==> src/design/pidc_pkg.sv <==
// ----------------------------------------------------------------------------
// pidc_pkg
// Shared widths, register indexes, reset values and types of the PID step core.
// ----------------------------------------------------------------------------
package pidc_pkg;

  // Field widths.
  localparam int SAMPLE_W   = 16;
  localparam int ERR_W      = 17;
  localparam int GAIN_W     = 16;
  localparam int DRIVE_W    = 16;
  localparam int CFG_IDX_W  = 3;
  localparam int CFG_DATA_W = 16;

  // Fixed-point formats: the integral keeps eight fraction bits.
  localparam int INTEG_FRAC_BITS     = 8;
  localparam int GAIN_FRAC_BITS_DEF  = 8;
  localparam int ACC_W               = DRIVE_W + INTEG_FRAC_BITS;
  localparam int PROD_W              = ERR_W + GAIN_W;
  // A gain term in integral format; wide enough for the largest left shift.
  localparam int TERM_W              = PROD_W + INTEG_FRAC_BITS;
  localparam int SUM_W               = TERM_W + 1;
  localparam int TOTAL_W             = TERM_W + 2;

  // Depth of the queue between the front and back parts.
  localparam int QUEUE_DEPTH_DEF = 4;

  // Configuration register indexes.
  localparam logic [CFG_IDX_W-1:0] REG_SETPOINT   = 3'd0;
  localparam logic [CFG_IDX_W-1:0] REG_PROP_GAIN  = 3'd1;
  localparam logic [CFG_IDX_W-1:0] REG_INTEG_GAIN = 3'd2;
  localparam logic [CFG_IDX_W-1:0] REG_DERIV_GAIN = 3'd3;
  localparam logic [CFG_IDX_W-1:0] REG_OUT_MIN    = 3'd4;
  localparam logic [CFG_IDX_W-1:0] REG_OUT_MAX    = 3'd5;

  // Configuration register file.
  typedef struct packed {
    logic signed [CFG_DATA_W-1:0] setpoint;
    logic signed [CFG_DATA_W-1:0] prop_gain;
    logic signed [CFG_DATA_W-1:0] integ_gain;
    logic signed [CFG_DATA_W-1:0] deriv_gain;
    logic signed [CFG_DATA_W-1:0] out_min;
    logic signed [CFG_DATA_W-1:0] out_max;
  } cfg_regs_t;

  localparam cfg_regs_t CFG_RESET = '{
    setpoint:   16'h0000,
    prop_gain:  16'h0000,
    integ_gain: 16'h0000,
    deriv_gain: 16'h0000,
    out_min:    16'h8000,
    out_max:    16'h7FFF
  };

  // One classified step travelling from the front part to the back part.
  typedef struct packed {
    logic signed [ERR_W-1:0]  err;
    logic signed [TERM_W-1:0] p_term;
    logic signed [TERM_W-1:0] i_term;
    logic signed [TERM_W-1:0] d_term;
  } work_item_t;

endpackage

==> src/design/pidc_front.sv <==
// ----------------------------------------------------------------------------
// pidc_front
// Accepts samples, forms error and derivative, and the three gain products.
// ----------------------------------------------------------------------------
module pidc_front #(
  parameter int GAIN_FRAC_BITS = pidc_pkg::GAIN_FRAC_BITS_DEF
) (
  input  logic                                 clk,
  input  logic                                 rst,
  input  pidc_pkg::cfg_regs_t                  cfg,
  input  logic                                 in_valid,
  output logic                                 in_stall,
  input  logic signed [pidc_pkg::SAMPLE_W-1:0] sample,
  output logic                                 push,
  output pidc_pkg::work_item_t                 push_item,
  input  logic                                 queue_full
);
  import pidc_pkg::*;

  // Shift that brings a gain product to the integral format.
  localparam int RSH = (GAIN_FRAC_BITS >= INTEG_FRAC_BITS) ?
                       GAIN_FRAC_BITS - INTEG_FRAC_BITS : 0;
  localparam int LSH = (GAIN_FRAC_BITS < INTEG_FRAC_BITS) ?
                       INTEG_FRAC_BITS - GAIN_FRAC_BITS : 0;

  logic                       s1_valid;
  logic signed [ERR_W-1:0]    s1_err;
  logic signed [ERR_W-1:0]    s1_deriv;
  logic signed [SAMPLE_W-1:0] last_sample;
  logic                       s2_valid;
  logic signed [ERR_W-1:0]    s2_err;
  logic signed [PROD_W-1:0]   s2_p_prod;
  logic signed [PROD_W-1:0]   s2_i_prod;
  logic signed [PROD_W-1:0]   s2_d_prod;
  logic                       s1_ready;
  logic                       s2_ready;
  logic                       accept;

  // Each stage moves on when the one after it has room.
  assign s2_ready = !s2_valid || !queue_full;
  assign s1_ready = !s1_valid || s2_ready;
  assign in_stall = !s1_ready;
  assign accept   = in_valid && s1_ready;
  assign push     = s2_valid && !queue_full;

  // Stage one: error and derivative on the measurement.
  always_ff @(posedge clk) begin
    if (rst) begin
      s1_valid    <= 1'b0;
      last_sample <= '0;
    end else begin
      if (s1_ready) begin
        s1_valid <= in_valid;
      end
      if (accept) begin
        last_sample <= sample;
      end
    end
    if (accept) begin
      s1_err   <= {cfg.setpoint[CFG_DATA_W-1], cfg.setpoint} - {sample[SAMPLE_W-1], sample};
      s1_deriv <= {sample[SAMPLE_W-1], sample} - {last_sample[SAMPLE_W-1], last_sample};
    end
  end

  // Stage two: the three gain products, each registered.
  always_ff @(posedge clk) begin
    if (rst) begin
      s2_valid <= 1'b0;
    end else if (s2_ready) begin
      s2_valid <= s1_valid;
    end
    if (s1_valid && s2_ready) begin
      s2_err    <= s1_err;
      s2_p_prod <= $signed(cfg.prop_gain) * s1_err;
      s2_i_prod <= $signed(cfg.integ_gain) * s1_err;
      s2_d_prod <= $signed(cfg.deriv_gain) * s1_deriv;
    end
  end

  // Bring the products to the integral format; flooring by arithmetic shift.
  always_comb begin
    push_item.err    = s2_err;
    push_item.p_term = (TERM_W'(s2_p_prod) >>> RSH) <<< LSH;
    push_item.i_term = (TERM_W'(s2_i_prod) >>> RSH) <<< LSH;
    push_item.d_term = (TERM_W'(s2_d_prod) >>> RSH) <<< LSH;
  end

endmodule

==> src/design/pidc_queue.sv <==
// ----------------------------------------------------------------------------
// pidc_queue
// Short first-in first-out queue of work items between front and back parts.
// ----------------------------------------------------------------------------
module pidc_queue #(
  parameter int DEPTH = pidc_pkg::QUEUE_DEPTH_DEF
) (
  input  logic                 clk,
  input  logic                 rst,
  input  logic                 push,
  input  pidc_pkg::work_item_t push_item,
  output logic                 full,
  input  logic                 pop,
  output pidc_pkg::work_item_t pop_item,
  output logic                 not_empty
);
  import pidc_pkg::*;

  localparam int PTR_W = (DEPTH > 1) ? $clog2(DEPTH) : 1;
  localparam int CNT_W = $clog2(DEPTH + 1);

  work_item_t       entries [DEPTH];
  logic [PTR_W-1:0] wr_ptr;
  logic [PTR_W-1:0] rd_ptr;
  logic [CNT_W-1:0] count;

  assign full      = (count == CNT_W'(DEPTH));
  assign not_empty = (count != '0);
  assign pop_item  = entries[rd_ptr];

  // Pointers wrap at the depth, which need not be a power of two.
  always_ff @(posedge clk) begin
    if (rst) begin
      wr_ptr <= '0;
      rd_ptr <= '0;
      count  <= '0;
    end else begin
      if (push) begin
        wr_ptr <= (wr_ptr == PTR_W'(DEPTH - 1)) ? '0 : wr_ptr + 1'b1;
      end
      if (pop) begin
        rd_ptr <= (rd_ptr == PTR_W'(DEPTH - 1)) ? '0 : rd_ptr + 1'b1;
      end
      if (push && !pop) begin
        count <= count + 1'b1;
      end else if (pop && !push) begin
        count <= count - 1'b1;
      end
    end
  end

  // Entry storage.
  always_ff @(posedge clk) begin
    if (push) begin
      entries[wr_ptr] <= push_item;
    end
  end

endmodule

==> src/design/pidc_back.sv <==
// ----------------------------------------------------------------------------
// pidc_back
// Updates the clamped integral, sums the drive and holds the result register.
// ----------------------------------------------------------------------------
module pidc_back (
  input  logic                                 clk,
  input  logic                                 rst,
  input  pidc_pkg::cfg_regs_t                  cfg,
  input  logic                                 not_empty,
  input  pidc_pkg::work_item_t                 pop_item,
  output logic                                 pop,
  output logic                                 out_valid,
  input  logic                                 out_stall,
  output logic signed [pidc_pkg::DRIVE_W-1:0]  drive,
  output logic signed [pidc_pkg::ERR_W-1:0]    error
);
  import pidc_pkg::*;

  localparam int SHIFTED_W = TOTAL_W - INTEG_FRAC_BITS;

  logic signed [ACC_W-1:0]      integral_acc;
  logic signed [GAIN_W-1:0]     last_integ_gain;
  logic signed [ACC_W-1:0]      integ_base;
  logic signed [SUM_W-1:0]      integ_sum;
  logic signed [SUM_W-1:0]      hi8;
  logic signed [SUM_W-1:0]      lo8;
  logic signed [ACC_W-1:0]      integ_next;
  logic signed [TOTAL_W-2:0]    pd_diff;
  logic                         b1_valid;
  logic signed [ACC_W-1:0]      b1_integ;
  logic signed [TOTAL_W-2:0]    b1_pd;
  logic signed [ERR_W-1:0]      b1_err;
  logic signed [TOTAL_W-1:0]    total;
  logic signed [SHIFTED_W-1:0]  shifted;
  logic signed [SHIFTED_W-1:0]  lim_hi;
  logic signed [SHIFTED_W-1:0]  lim_lo;
  logic signed [DRIVE_W-1:0]    drive_next;
  logic                         b1_ready;
  logic                         b2_ready;

  // Hand-off between the two back stages and the result register.
  assign b2_ready = !out_valid || !out_stall;
  assign b1_ready = !b1_valid || b2_ready;
  assign pop      = not_empty && b1_ready;

  // Integral update: cleared on a gain change, then accumulated and clamped.
  // With inverted limits, a sum above the upper limit takes it and any other sum the lower.
  always_comb begin
    integ_base = (last_integ_gain != cfg.integ_gain) ? '0 : integral_acc;
    integ_sum  = SUM_W'(integ_base) + SUM_W'(pop_item.i_term);
    hi8        = SUM_W'($signed({cfg.out_max, {INTEG_FRAC_BITS{1'b0}}}));
    lo8        = SUM_W'($signed({cfg.out_min, {INTEG_FRAC_BITS{1'b0}}}));
    if (integ_sum > hi8) begin
      integ_next = hi8[ACC_W-1:0];
    end else if (integ_sum < lo8) begin
      integ_next = lo8[ACC_W-1:0];
    end else begin
      integ_next = integ_sum[ACC_W-1:0];
    end
    pd_diff = (TOTAL_W - 1)'(pop_item.p_term) - (TOTAL_W - 1)'(pop_item.d_term);
  end

  // First back stage: integral state and proportional minus derivative.
  always_ff @(posedge clk) begin
    if (rst) begin
      b1_valid        <= 1'b0;
      integral_acc    <= '0;
      last_integ_gain <= '0;
    end else begin
      if (b1_ready) begin
        b1_valid <= not_empty;
      end
      if (pop) begin
        integral_acc    <= integ_next;
        last_integ_gain <= cfg.integ_gain;
      end
    end
    if (pop) begin
      b1_integ <= integ_next;
      b1_pd    <= pd_diff;
      b1_err   <= pop_item.err;
    end
  end

  // Drive sum, floored to an integer and clamped like the integral.
  always_comb begin
    total   = TOTAL_W'(b1_pd) + TOTAL_W'(b1_integ);
    shifted = SHIFTED_W'(total >>> INTEG_FRAC_BITS);
    lim_hi  = SHIFTED_W'(cfg.out_max);
    lim_lo  = SHIFTED_W'(cfg.out_min);
    if (shifted > lim_hi) begin
      drive_next = cfg.out_max;
    end else if (shifted < lim_lo) begin
      drive_next = cfg.out_min;
    end else begin
      drive_next = shifted[DRIVE_W-1:0];
    end
  end

  // Result register; it holds while the receiver stalls.
  always_ff @(posedge clk) begin
    if (rst) begin
      out_valid <= 1'b0;
    end else if (b2_ready) begin
      out_valid <= b1_valid;
    end
    if (b1_valid && b2_ready) begin
      drive <= drive_next;
      error <= b1_err;
    end
  end

endmodule

==> src/design/pid_controller_step_core.sv <==
// ----------------------------------------------------------------------------
// pid_controller_step_core
// Fixed-point PID controller step with derivative taken on the measurement.
// ----------------------------------------------------------------------------
// Usage:
// A sample enters on the input channel when in_valid is high and in_stall is
// low; each sample yields one transaction on the output channel carrying the
// clamped drive and the error (setpoint minus sample).
// Configuration registers are written through cfg_valid/cfg_index/cfg_data;
// cfg_ready is always high and indexes beyond out_max are ignored. Write them
// only while no step is in flight.
// A sample passes the error, product, queue, integral and result registers.
// Throughput is one sample per cycle when unstalled: front stages (error,
// then three multipliers) and back stages (integral update, then drive sum)
// each take one item a cycle; integral feedback closes in a single back stage.
// When the receiver stalls, the result register holds, the back part stops,
// and the queue between the parts absorbs up to its depth before in_stall
// rises. Reset clears the integral, the previous sample and the remembered
// integral gain, empties all stages and restores the register defaults.
// ----------------------------------------------------------------------------
module pid_controller_step_core #(
  parameter int GAIN_FRAC_BITS = pidc_pkg::GAIN_FRAC_BITS_DEF,
  parameter int QUEUE_DEPTH    = pidc_pkg::QUEUE_DEPTH_DEF
) (
  input  logic                                   clk,
  input  logic                                   rst,
  input  logic                                   in_valid,
  output logic                                   in_stall,
  input  logic signed [pidc_pkg::SAMPLE_W-1:0]   sample,
  output logic                                   out_valid,
  input  logic                                   out_stall,
  output logic signed [pidc_pkg::DRIVE_W-1:0]    drive,
  output logic signed [pidc_pkg::ERR_W-1:0]      error,
  input  logic                                   cfg_valid,
  output logic                                   cfg_ready,
  input  logic [pidc_pkg::CFG_IDX_W-1:0]         cfg_index,
  input  logic [pidc_pkg::CFG_DATA_W-1:0]        cfg_data
);
  import pidc_pkg::*;

  cfg_regs_t  cfg;
  logic       push;
  work_item_t push_item;
  logic       queue_full;
  logic       pop;
  work_item_t pop_item;
  logic       not_empty;

  // Configuration register file; writes are always taken.
  assign cfg_ready = 1'b1;

  always_ff @(posedge clk) begin
    if (rst) begin
      cfg <= CFG_RESET;
    end else if (cfg_valid && cfg_ready) begin
      case (cfg_index)
        REG_SETPOINT:   cfg.setpoint   <= cfg_data;
        REG_PROP_GAIN:  cfg.prop_gain  <= cfg_data;
        REG_INTEG_GAIN: cfg.integ_gain <= cfg_data;
        REG_DERIV_GAIN: cfg.deriv_gain <= cfg_data;
        REG_OUT_MIN:    cfg.out_min    <= cfg_data;
        REG_OUT_MAX:    cfg.out_max    <= cfg_data;
        default: begin
        end
      endcase
    end
  end

  // Front part: accepts and prepares each step.
  pidc_front #(
    .GAIN_FRAC_BITS (GAIN_FRAC_BITS)
  ) u_front (
    .clk        (clk),
    .rst        (rst),
    .cfg        (cfg),
    .in_valid   (in_valid),
    .in_stall   (in_stall),
    .sample     (sample),
    .push       (push),
    .push_item  (push_item),
    .queue_full (queue_full)
  );

  // Queue decoupling the two parts.
  pidc_queue #(
    .DEPTH (QUEUE_DEPTH)
  ) u_queue (
    .clk       (clk),
    .rst       (rst),
    .push      (push),
    .push_item (push_item),
    .full      (queue_full),
    .pop       (pop),
    .pop_item  (pop_item),
    .not_empty (not_empty)
  );

  // Back part: integral, drive and result register.
  pidc_back u_back (
    .clk       (clk),
    .rst       (rst),
    .cfg       (cfg),
    .not_empty (not_empty),
    .pop_item  (pop_item),
    .pop       (pop),
    .out_valid (out_valid),
    .out_stall (out_stall),
    .drive     (drive),
    .error     (error)
  );

endmodule

==> config.mk <==
export PLATFORM = sky130hd
export DESIGN_NAME = pid_controller_step_core
export DESIGN_NICKNAME = d
export VERILOG_FILES = /design/src/design/pidc_pkg.sv /design/src/design/pidc_front.sv /design/src/design/pidc_queue.sv /design/src/design/pidc_back.sv /design/src/design/pid_controller_step_core.sv
export SDC_FILE = /design/constraint.sdc
export NUM_CORES = 2
export LEC_CHECK = 0
export BUFFER_PORTS_ARGS = -buffer_cell sky130_fd_sc_hd__buf_4
export CORE_ASPECT_RATIO = 0.8
export CORE_MARGIN = 2
export CORE_UTILIZATION = 50
export CTS_BUF_LIST = sky130_fd_sc_hd__clkbuf_4
export CTS_CLUSTER_DIAMETER = 30
export DETAILED_ROUTE_END_ITERATION = 6
export PLACE_DENSITY = 0.68
export SYNTH_ARGS = -nofsm -noshare
export SYNTH_HDL_FRONTEND = slang
export SYNTH_SLANG_ARGS = --single-unit
==> constraint.sdc <==
create_clock -name clk -period 19.38 [get_ports clk]
set_clock_uncertainty 0.05 [all_clocks]
set_input_delay 0.969 -clock clk [delete_from_list [all_inputs] [get_ports clk]]
set_output_delay 0.969 -clock clk [all_outputs]
set_load 0.1 [all_outputs]
==> flow_results.xml <==
<?xml version="1.0" encoding="UTF-8"?>
<metrics>
  <group name="global_routing">
    <metric name="global_route.usage.total" unit="">0.2584</metric>
    <metric name="grt_pass1_wl" unit="um">290700</metric>
    <metric name="grt_max_degree" unit="">82</metric>
    <metric name="grt_pass1_vias" unit="">50360</metric>
    <metric name="gr-total-overflow" unit="">0</metric>
    <metric name="grt_antenna_before_repair" unit="">9</metric>
  </group>
  <group name="finish">
    <metric name="drive_gt1_frac" unit="">0.1026</metric>
    <metric name="syn_to_final_growth" unit="%">9.020</metric>
    <metric name="layout_nets" unit="">8074</metric>
  </group>
  <group name="sta">
    <metric name="timing.final.setup_violations" unit="">0</metric>
    <metric name="max_slew.worst_pin.slew" unit="ns">1.440</metric>
    <metric name="upper_clock_frequency_limit" unit="GHz">0.1176</metric>
    <metric name="final_number_of_hold_violating_endpoints" unit="">0</metric>
    <metric name="holdWs" unit="ns">0.1644</metric>
    <metric name="share_of_the_clock_period_used_by_the_worst_path_after_layout" unit="">0.4387</metric>
    <metric name="slew_headroom" unit="">0.03613</metric>
    <metric name="setup_total_negative_slack" unit="ns">0</metric>
    <metric name="setup_repair_after_global_routing_missed_its_margin" unit="">false</metric>
    <metric name="timing_max_transition_violations_final" unit="">0</metric>
    <metric name="period_needed" unit="ns">8.503</metric>
  </group>
  <group name="floorplanning">
    <metric name="floorplan.rows" unit="">124</metric>
    <metric name="area_of_the_core" unit="um2">142900</metric>
    <metric name="initial_utilization" unit="">0.5042</metric>
    <metric name="die_area" unit="um2">147200</metric>
    <metric name="chipWidth" unit="um">428.4</metric>
    <metric name="design.portCount" unit="">76</metric>
    <metric name="die_height" unit="um">343.5</metric>
  </group>
  <group name="synth">
    <metric name="asyncSetResetFlopFracSynth" unit="">0</metric>
    <metric name="synth_top_flop_cell" unit="">sky130_fd_sc_hd__edfxtp_1</metric>
    <metric name="avgSynthCellArea" unit="um2">11.11</metric>
    <metric name="synth_simple_gate_area_share" unit="">0.1127</metric>
    <metric name="synth_enable_flop_cells" unit="">730</metric>
    <metric name="synth_warnings" unit="">0</metric>
    <metric name="synth.net_count" unit="">7893</metric>
    <metric name="post_synth_num_cell_types" unit="">84</metric>
    <metric name="synth_top_family_by_area" unit="">adder cells</metric>
    <metric name="synth-compound-area-share" unit="">0.07113</metric>
    <metric name="syn_inst" unit="">6487</metric>
    <metric name="post_synth_mux_area_share" unit="">0.04373</metric>
    <metric name="synth_seq_area_share" unit="">0.3501</metric>
    <metric name="syn_area" unit="um2">72050</metric>
    <metric name="ys_seq_elements" unit="">895</metric>
    <metric name="synth-xor-area-share" unit="">0.02893</metric>
    <metric name="synth_fa_ha_area_frac" unit="">0.3240</metric>
  </group>
  <group name="drt">
    <metric name="routed_via_density" unit="">5.508</metric>
    <metric name="drt-pass1-iter-count" unit="">6</metric>
    <metric name="remaining_drc_errors" unit="">0</metric>
    <metric name="drtAntennaViolNets" unit="">0</metric>
    <metric name="totalWireLength" unit="um">184700</metric>
    <metric name="drt_iter0_drc" unit="">4180</metric>
    <metric name="per_cell_routed_wire_length" unit="um">21.05</metric>
    <metric name="detailroute.via_count" unit="">48320</metric>
  </group>
  <group name="clock_tree">
    <metric name="numCtsBuffers" unit="">234</metric>
    <metric name="cts_post_setup_buffers_inserted" unit="">0</metric>
    <metric name="post_cts.resized_instances" unit="">0</metric>
    <metric name="clock_insertion_delay_worst_skew" unit="ns">1.23</metric>
    <metric name="cts_tree" unit="">built</metric>
    <metric name="cts_num_sinks" unit="">895</metric>
    <metric name="cts_hold_buf" unit="">34</metric>
    <metric name="clk_root_buffer_cell" unit="">sky130_fd_sc_hd__clkbuf_4</metric>
    <metric name="clock_tree.buffer_depth" unit="">3</metric>
    <metric name="cts.htree.levels" unit="">4</metric>
    <metric name="clk_pin_slew_worst_paths" unit="ns">0.07</metric>
  </group>
  <group name="power">
    <metric name="post-layout-total-power" unit="uW">9056</metric>
    <metric name="powerDensity" unit="nW/um2">115.3</metric>
    <metric name="ir_worst_vdd" unit="mV">0.1268</metric>
    <metric name="power.static_leakage" unit="uW">0.03287</metric>
  </group>
  <group name="outcome">
    <metric name="run_status" unit="">complete, no violations</metric>
  </group>
  <group name="placed_design">
    <metric name="finalWeightedCongestion" unit="">0.9277</metric>
    <metric name="io_port_bufs" unit="">74</metric>
    <metric name="place_hpwl" unit="um">137900</metric>
  </group>
  <group name="worst_setup_path">
    <metric name="crit_path_max_fanout" unit="">51</metric>
    <metric name="cp.required" unit="ns">20.39</metric>
    <metric name="setup.worst_path.start_class" unit="">flop</metric>
    <metric name="critical_path.endpoint_type" unit="">flop</metric>
    <metric name="arrival" unit="ns">9.52</metric>
    <metric name="crit_path_class" unit="">reg -&gt; reg</metric>
  </group>
  <group name="min_path">
    <metric name="min-delay-path-class" unit="">in -&gt; reg</metric>
  </group>
  <group name="run">
    <metric name="maxCapViolations" unit="">0</metric>
  </group>
</metrics>
final timing paths:
check / startpoint / endpoint / slack, ns / cells past startpoint
max reg2reg: flop / u_back.integral_acc[20] / 10.88 / 23
min: cfg_data[13] / cfg[93] / 0.16 / 3
min reg2reg: u_back.b1_err[4] / u_back.error[4] / 0.36 / 0
max: flop / u_back.integral_acc[20] / 10.88 / 23
cell usage in the layout (no fill, tap or decap), drive strengths merged, types with 33 or more instances in the layout:
master / instances
nand2b: 55
clkbuf: 323
and2: 368
xnor2: 187
clkinv: 90
dfxtp: 165
and3: 33
dlygate4sd3: 34
nor2b: 38
mux4: 116
nand3: 49
nor2: 170
a21oi: 317
nor3: 41
mux2i: 50
nand2: 801
nand4: 41
xor2: 51
inv: 1101
nand3b: 33
ha: 533
buf: 148
edfxtp: 730
o21ai: 113
a21o: 142
fa: 833
final cells by class:
type                            instances  area [um2]
Inverter                             1090        4094
Multi-Input combinational cell       4265       41900
Timing Repair Buffer                  182        1455
Antenna cell                           12       30.03
Tap cell                             1890        2365
Clock inverter                        116        1049
Clock buffer                          323        2425
Fill cell                           12060       64350
Sequential cell                       895       25230
metrics by stage:
step,instance area [um2],cells,utilization,worst slack [ns]
finish,78540,8773,0.5497,10.88
global route,78530,8768,0.5496,9.988
floorplan,72050,6487,-,12.31
CTS,78510,8761,0.5495,10.82
detailed placement,74700,8288,0.5228,10.90
global placement,74700,8288,0.5228,10.91
critical path, stage by stage (launching register included):
cell and delay (ns):
sky130_fd_sc_hd__dfxtp_4 0.73, sky130_fd_sc_hd__buf_4 0.77, sky130_fd_sc_hd__buf_4 0.88, sky130_fd_sc_hd__mux4_2 0.62, sky130_fd_sc_hd__ha_1 0.46, sky130_fd_sc_hd__nand2_1 0.08
sky130_fd_sc_hd__a21oi_1 0.16, sky130_fd_sc_hd__o21ai_0 0.11, sky130_fd_sc_hd__a21boi_0 0.24, sky130_fd_sc_hd__o21ai_0 0.17, sky130_fd_sc_hd__nor3_1 0.50, sky130_fd_sc_hd__o21ai_0 0.28
sky130_fd_sc_hd__ha_1 0.35, sky130_fd_sc_hd__a21o_1 0.16, sky130_fd_sc_hd__a21o_1 0.17, sky130_fd_sc_hd__a21oi_1 0.21, sky130_fd_sc_hd__o2111ai_1 0.16, sky130_fd_sc_hd__a221oi_1 0.30
sky130_fd_sc_hd__nand2_1 0.08, sky130_fd_sc_hd__mux2i_1 0.30, sky130_fd_sc_hd__or2_1 0.15, sky130_fd_sc_hd__buf_4 0.45, sky130_fd_sc_hd__nand2_1 0.52, sky130_fd_sc_hd__o221ai_1 0.37
cells in the mapped netlist, drive strengths merged, types with 8 or more instances:
| cell | n | share of area |
|---|---|---|
| edfxtp | 730 | 0.30 |
| o211ai | 13 | 0.0014 |
| xnor2 | 187 | 0.023 |
| and3 | 33 | 0.0029 |
| mux2i | 50 | 0.0070 |
| mux4 | 116 | 0.036 |
| a31o | 10 | 0.0012 |
| inv | 1089 | 0.057 |
| nor2b | 38 | 0.0033 |
| o22ai | 8 | 0.00069 |
| a21oi | 317 | 0.022 |
| clkbuf | 207 | 0.011 |
| nor2 | 170 | 0.0089 |
| a211oi | 20 | 0.0022 |
| buf | 30 | 0.0017 |
| nand2 | 801 | 0.042 |
| o31ai | 12 | 0.0013 |
| o21bai | 31 | 0.0032 |
| a2111oi | 8 | 0.0012 |
| a21boi | 12 | 0.0013 |
| o21a | 29 | 0.0030 |
| nand2b | 55 | 0.0048 |
| fa | 833 | 0.23 |
| and2 | 368 | 0.032 |
| nand3b | 33 | 0.0034 |
| xor2 | 51 | 0.0062 |
| or3 | 18 | 0.0016 |
| ha | 533 | 0.093 |
| or2 | 11 | 0.00096 |
| nand4 | 41 | 0.0036 |
| o221ai | 15 | 0.0018 |
| nor3b | 8 | 0.00083 |
| dfxtp | 165 | 0.046 |
| nor4 | 11 | 0.00096 |
| a31oi | 17 | 0.0015 |
| o21ai | 113 | 0.0079 |
| nor3 | 41 | 0.0028 |
| nand3 | 49 | 0.0034 |
| a21o | 142 | 0.015 |
layer usage:
metal,share of wire,vias to the layer above,global-route usage
li1,-,21920,-
met1,0.44,24190,0.3726
met5,0.000070,-,0
met2,0.44,1918,0.3934
met4,0.028,2,0.08319
met3,0.089,293,0.05361
sequential cells by signal (all words and copies together), names as in the netlist, 17 cells and up, named ones only:
signal,flops
cfg,96
u_back.b1_err,17
u_back.b1_integ,24
u_back.b1_pd,42
u_back.error,17
u_back.integral_acc,24
u_front.s1_deriv,17
u_front.s1_err,17
u_front.s2_d_prod,33
u_front.s2_err,17
u_front.s2_i_prod,33
u_front.s2_p_prod,33
u_queue.entries,464
logic make-up after synthesis:
family | count (synthesis)
XOR/XNOR | 238
adder cells (fa/ha/maj) | 1366
other | 1
AO/OA/AOI/OAI | 801
flip-flops | 895
multiplexers | 169
AND/OR/NAND/NOR | 1690
buffers and inverters | 1327
where the power goes:
part           total [uW]  internal [uW]  switching (uW)
logic                4530           1760            2770
registers            2660           2470             194
clock network        1860           1010             857
Power figures use the tool's default switching activity.
